**src/crl_pkg.sv**
```systemverilog
// ----------------------------------------------------------------------------
// crl_pkg
// Shared types, constants and arithmetic helpers of the closed-loop
// Catmull-Rom evaluator.
// ----------------------------------------------------------------------------
package crl_pkg;

  localparam int unsigned MAX_POINTS = 64;
  localparam int unsigned IDX_W      = $clog2(MAX_POINTS);
  localparam int unsigned NUM_W      = 7;
  localparam int unsigned MOD_STEPS  = 32;
  localparam int unsigned SEG_W      = 6;
  localparam int unsigned FRAC_W     = 16;
  localparam int unsigned SEG_STEPS  = SEG_W + FRAC_W;
  localparam int unsigned POLY_DEPTH = 8;
  localparam int unsigned H_W        = 48;
  localparam int unsigned P_W        = 64;

  localparam logic CMD_WRITE = 1'b0;
  localparam logic CMD_EVAL  = 1'b1;

  localparam logic CFG_NUM_POINTS  = 1'b0;
  localparam logic CFG_LOOP_PERIOD = 1'b1;

  typedef logic signed [H_W-1:0] hval_t;
  typedef logic signed [P_W-1:0] prod_t;

  typedef struct packed {
    logic signed [31:0] x;
    logic signed [31:0] y;
    logic signed [31:0] z;
  } point_t;

  typedef struct packed {
    logic       cmd;
    logic [5:0] slot;
    point_t     pt;
  } tag_t;

  // One restoring division step: returns {quotient bit, new remainder}.
  function automatic logic [32:0] div_step(input logic [31:0] rem, input logic b,
                                           input logic [31:0] per);
    logic [32:0] t;
    logic [32:0] d;
    t = {rem, b};
    d = t - {1'b0, per};
    if (t >= {1'b0, per}) begin
      return {1'b1, d[31:0]};
    end else begin
      return {1'b0, t[31:0]};
    end
  endfunction

  function automatic prod_t mul_f(input hval_t h, input logic [FRAC_W-1:0] f);
    return prod_t'(h) * prod_t'({1'b0, f});
  endfunction

  // Floor division by 2^16.
  function automatic hval_t fshr16(input prod_t m);
    prod_t t;
    t = m >>> 16;
    return hval_t'(t);
  endfunction

  // Divide by 512 rounding half up, then saturate to 32 bits.
  function automatic logic signed [31:0] rnd_sat(input hval_t h);
    hval_t t;
    t = (h + hval_t'(256)) >>> 9;
    if (t[H_W-1:31] == '0 || t[H_W-1:31] == '1) begin
      return t[31:0];
    end else if (t[H_W-1]) begin
      return 32'sh8000_0000;
    end else begin
      return 32'sh7FFF_FFFF;
    end
  endfunction

endpackage

```
**src/crl_seg_pipe.sv**
```systemverilog
// ----------------------------------------------------------------------------
// crl_seg_pipe
// Scales the loop phase by the point count and divides by the period,
// giving the segment index and a 16-bit fraction, one bit per stage.
// ----------------------------------------------------------------------------
module crl_seg_pipe (
  input  logic                       clk_i,
  input  logic                       rst_ni,
  input  logic                       en_i,
  input  logic                       valid_i,
  input  crl_pkg::tag_t              tag_i,
  input  logic [31:0]                phase_i,
  input  logic [crl_pkg::NUM_W-1:0]  num_i,
  input  logic [31:0]                per_i,
  output logic                       valid_o,
  output crl_pkg::tag_t              tag_o,
  output logic [crl_pkg::SEG_W-1:0]  seg_o,
  output logic [crl_pkg::FRAC_W-1:0] frac_o
);
  import crl_pkg::*;

  logic                 vld_q [SEG_STEPS+1];
  tag_t                 tag_q [SEG_STEPS+1];
  logic [31:0]          rem_q [SEG_STEPS+1];
  logic [SEG_STEPS-1:0] dvd_q [SEG_STEPS+1];
  logic [SEG_STEPS-1:0] quo_q [SEG_STEPS+1];
  logic [38:0]          prod;

  assign prod = {7'b0, phase_i} * {32'b0, num_i};

  always_ff @(posedge clk_i or negedge rst_ni) begin
    if (!rst_ni) begin
      vld_q[0] <= 1'b0;
    end else if (en_i) begin
      vld_q[0] <= valid_i;
    end
  end

  // The product is below period * 64, so its upper part already lies below
  // the period and only the low six bits remain as quotient bits.
  always_ff @(posedge clk_i) begin
    if (en_i) begin
      tag_q[0] <= tag_i;
      rem_q[0] <= prod[37:6];
      dvd_q[0] <= {prod[5:0], {FRAC_W{1'b0}}};
      quo_q[0] <= '0;
    end
  end

  for (genvar i = 0; i < SEG_STEPS; i++) begin : g_step
    logic [32:0] st;
    assign st = div_step(rem_q[i], dvd_q[i][SEG_STEPS-1], per_i);

    always_ff @(posedge clk_i or negedge rst_ni) begin
      if (!rst_ni) begin
        vld_q[i+1] <= 1'b0;
      end else if (en_i) begin
        vld_q[i+1] <= vld_q[i];
      end
    end

    always_ff @(posedge clk_i) begin
      if (en_i) begin
        tag_q[i+1] <= tag_q[i];
        rem_q[i+1] <= st[31:0];
        dvd_q[i+1] <= {dvd_q[i][SEG_STEPS-2:0], 1'b0};
        quo_q[i+1] <= {quo_q[i][SEG_STEPS-2:0], st[32]};
      end
    end
  end

  assign valid_o = vld_q[SEG_STEPS];
  assign tag_o   = tag_q[SEG_STEPS];
  assign seg_o   = quo_q[SEG_STEPS][SEG_STEPS-1:FRAC_W];
  assign frac_o  = quo_q[SEG_STEPS][FRAC_W-1:0];

endmodule

```
**config.mk**
```make
export PLATFORM = sky130hd
export DESIGN_NAME = crl_seg_pipe
export DESIGN_NICKNAME = d
export VERILOG_FILES = /design/src/crl_pkg.sv /design/src/crl_seg_pipe.sv
export SDC_FILE = /design/constraint.sdc
export NUM_CORES = 2
export LEC_CHECK = 0
export BUFFER_PORTS_ARGS = -buffer_cell sky130_fd_sc_hd__buf_2
export CAP_MARGIN = 20
export CORE_ASPECT_RATIO = 0.8
export CORE_MARGIN = 2
export CORE_UTILIZATION = 56
export DETAILED_ROUTE_END_ITERATION = 8
export MAX_ROUTING_LAYER = met4
export PLACE_DENSITY = 0.73
export SETUP_SLACK_MARGIN = 0.3
export SLEW_MARGIN = 40
export SYNTH_ARGS = -nofsm -noshare
export SYNTH_HDL_FRONTEND = slang
export SYNTH_MEMORY_MAX_BITS = 65536
export SYNTH_SLANG_ARGS = --single-unit
```
**constraint.sdc**
```tcl
create_clock -name clk_i -period 3.8 [get_ports clk_i]
set_input_delay 0.76 -clock clk_i [delete_from_list [all_inputs] [get_ports clk_i]]
set_output_delay 0.76 -clock clk_i [all_outputs]
set_load 0.02 [all_outputs]
```
==> run summary <==
Multi-input gate area -> 49540 um^2
Post-synth top cells -> edfxtp_1 (3347), ha_1 (758), a21oi_1 (739), nand2_1 (630), o21ai_0 (540)
Place WS -> -2252 ps
Starting Density -> 56.33%
Total negative slack -> -16910 ps
Synth warnings -> 0
Mapped cell area -> 151200 um^2
Largest net degree at the start of global routing -> 114
Failing checks -> setup timing
Global-route wire length before repair -> 573.2 mm
Main combinational cell family by area after synthesis -> compound AO/OA/AOI/OAI gates
Netlist cell types -> 109
Post-synth top area cell -> edfxtp_1
Ports -> 304
Gpl congestion -> 0.9696
Worst setup EP type -> flop
Drt first-iter violations -> 7603
Design Area, Final -> 186700 um^2
Outcome -> finished with violations
Pwr dens -> 851.5 nW/um^2
Multiplexer share of the synthesized area -> 2.159%
Clock root cell -> clkbuf_16
CP Launch Type -> input port
Fin. max-slew vios -> 0
Setup WS post-layout -> -1236 ps
Drt pass-1 iters -> 6
P&R area growth vs syn -> 23.46%
Post-Syn Instances -> 10405
Clk_lat worst skew -> 910 ps
Ys flop type -> edfxtp_1
Slew @ Worst Pin -> 586.4 ps
DRC viols -> 0
Skew final -> 71.14 ps
RSZ-0062 raised after global routing -> yes
Port Buffers -> 303
Fraction of layout cells with a size suffix above 1 -> 27.55%
Worst EP arrival -> 5640 ps
Initial antenna violation count -> 16
Yosys top cell area share -> 66.47%
Mean post-synth cell area -> 14.53 um^2
Max Fclk -> 0.1986 GHz
#FFs+latches synth -> 3370
CTS tree -> done
Post-synth EDFFs -> 3347
Clock-pin slew on the worst setup and hold paths -> 70 ps
CP Class -> in2reg
CP Max Fanout -> 3
# Max-Cap Violations -> 0
Global-route usage over all layers -> 28.52%
Most frequent cell after synthesis -> edfxtp_1
Die width -> 585.0 um
Fill cells -> 18030
Die H -> 468.8 um
DR vias -> 94339
Post-Synth XOR/XNOR Area -> 3.348%
Routed WL -> 383.9 mm
Leakage power -> 73.59 nW
GRT Residual Overflow -> 0
Htree depth -> 5
Hold Path Class -> in2reg
Clock Sink Count -> 3370
Nets -> 13938
Final HPWL DP -> 265.6 mm
Setup violations, final -> 26
Synth Area in Compound Gates -> 9.982%
Vias in the first global route -> 95008
Worst vdd ir -> 0.0004783 V
Wire per inst -> 22.99 um
Row cnt -> 170
Synth Area in Simple Gates -> 6.931%
Hold Vio Cnt, Final -> 0
WP data required -> 4400 ps
Longest Clk Path Bufs -> 4
Inserted Clock Buffers -> 320
Area share of fa/ha/maj cells after synthesis -> 8.510%
Worst slew margin -> 60.91%
Die area -> 274200 um^2
Post-route ant nets -> 0
Area post-placement -> 174500 um^2
Fin crit share -> 132.5%
FF+latch area -> 101100 um^2
Asr flop ratio synth -> 0.6825%
Seq/Total Area, Yosys -> 66.85%
Post-route minimum period -> 5036 ps
Vias/cell -> 5.650
Synthesized net count -> 11510
Core area -> 268400 um^2
Ranking of synthesized cells by area -> edfxtp_1 (66%), ha_1 (6.3%), a21oi_1 (2.4%)
## power by group
group	switching [mW]	leakage, nW	internal (mW)	total, mW
logic	37.0	35.7	35.8	72.8
clock network	14.0	4.91	17.3	31.3
registers	4.43	33.0	50.4	54.9
## stage by stage
step / std cells / hold WS, ps / utilization (%) / power, mW
detailed placement: 16055 / 404.5 / 64.99 / 124.2
global placement: 16054 / 400.0 / 64.98 / 123.1
CTS: 16667 / 0.01432 / 69.12 / 157.4
finish: 16698 / 36.83 / 69.54 / 159.0
global route: 16692 / 10.24 / 69.54 / 167.5
floorplan: 10405 / 400.3 / - / 94.63
## layer usage
layer / share of wire (%) / up-vias / routed length, um / GRT usage [%]
met1: 43 / 46604 / 165900 / 38.13
met4: 3.6 / 0 / 13890 / 9.759
met3: 5.3 / 703 / 20320 / 3.433
li1: - / 44221 / - / -
met5: 0 / - / 0 / -
met2: 48 / 2811 / 183700 / 45.62
## flip-flops by register name (all words and copies together) (netlist names)
signal	flops
dvd_q	21
quo_q	253
rem_q	704
tag_q	2369
valid_o	1
vld_q	22
## kinds of logic (layout without fill, tap and decap cells)
family	after synthesis	count (layout)
DFF	3370	3370
adders and majority gates	927	927
muxes	286	286
AOI/OAI and AO/OA	2373	2373
other	0	10
buffers and inverters	718	3389
xor gates and xnor gates	578	578
and+or+nand+nor	2153	2153
## critical path, cell delays in order
cell and delay (ps):
buf_4 130, and2_4 150, fa_1 560, fa_1 430
fa_1 540, inv_1 60, fa_1 500, inv_2 50
ha_4 160, nor3_4 200, o211ai_1 160, a31o_1 240
o221a_4 320, o2bb2ai_4 130, a41o_1 260, a221o_1 380
a211o_1 310, a21oi_2 190, xnor2_1 110
## placed cells by master, fill, tap and decap left out, drive strengths merged, types with 56 or more instances in the layout
cell and count:
edfxtp 3347, buf 2405, ha 758, a21oi 745
nand2 630, o21ai 563, nor2 497, clkbuf 385
inv 382, xnor2 363, a21o 350, mux2 258
xor2 215, and2 202, fa 169, nand3 148
clkinv 130, o21a 112, nand2b 110, nor2b 105
nor3 105, nand4 101, o21bai 81, and3 73
a31oi 71, o31ai 64, a211oi 56
## what timing repair did
action                     in CTS  in global routing
resized for setup             113                226
hold endpoints to repair       52                  0
setup endpoints to repair      78                301
setup buffers                  16                 21
pin swaps                      87                 98
hold buffers                   30                  0
cloned                          1                  0
## layout make-up
class | instances | share of cell area (%)
Clock inverter | 181 | 0.9819
Timing Repair Buffer | 2437 | 10.63
Tap cell | 3612 | 2.421
Sequential cell | 3370 | 54.15
Antenna cell | 10 | 0.01340
Inverter | 387 | 0.8244
Clock buffer | 384 | 4.446
Multi-Input combinational cell | 6317 | 26.54
## final timing paths
kind                                    startpoint                      end  slack [ps]  cells after the start
max                                     phase_i[1]   rem_q[0][31]$_DFFE_PP_       -1240                     19
max reg2reg                 rem_q[0][51]$_DFFE_PP_    rem_q[1][4]$_DFFE_PP_         340                     13
min reg2reg                tag_q[0][630]$_DFFE_PP_  tag_q[0][733]$_DFFE_PP_         380                      0
min                                      tag_i[81]   tag_q[0][81]$_DFFE_PP_          40                      1
max in group asynchronous                   rst_ni    vld_q[10]$_DFFE_PN0P_        3110                      2
min in group asynchronous                   rst_ni      valid_o$_DFFE_PN0P_         350                      2
Power figures use the tool's default switching activity.
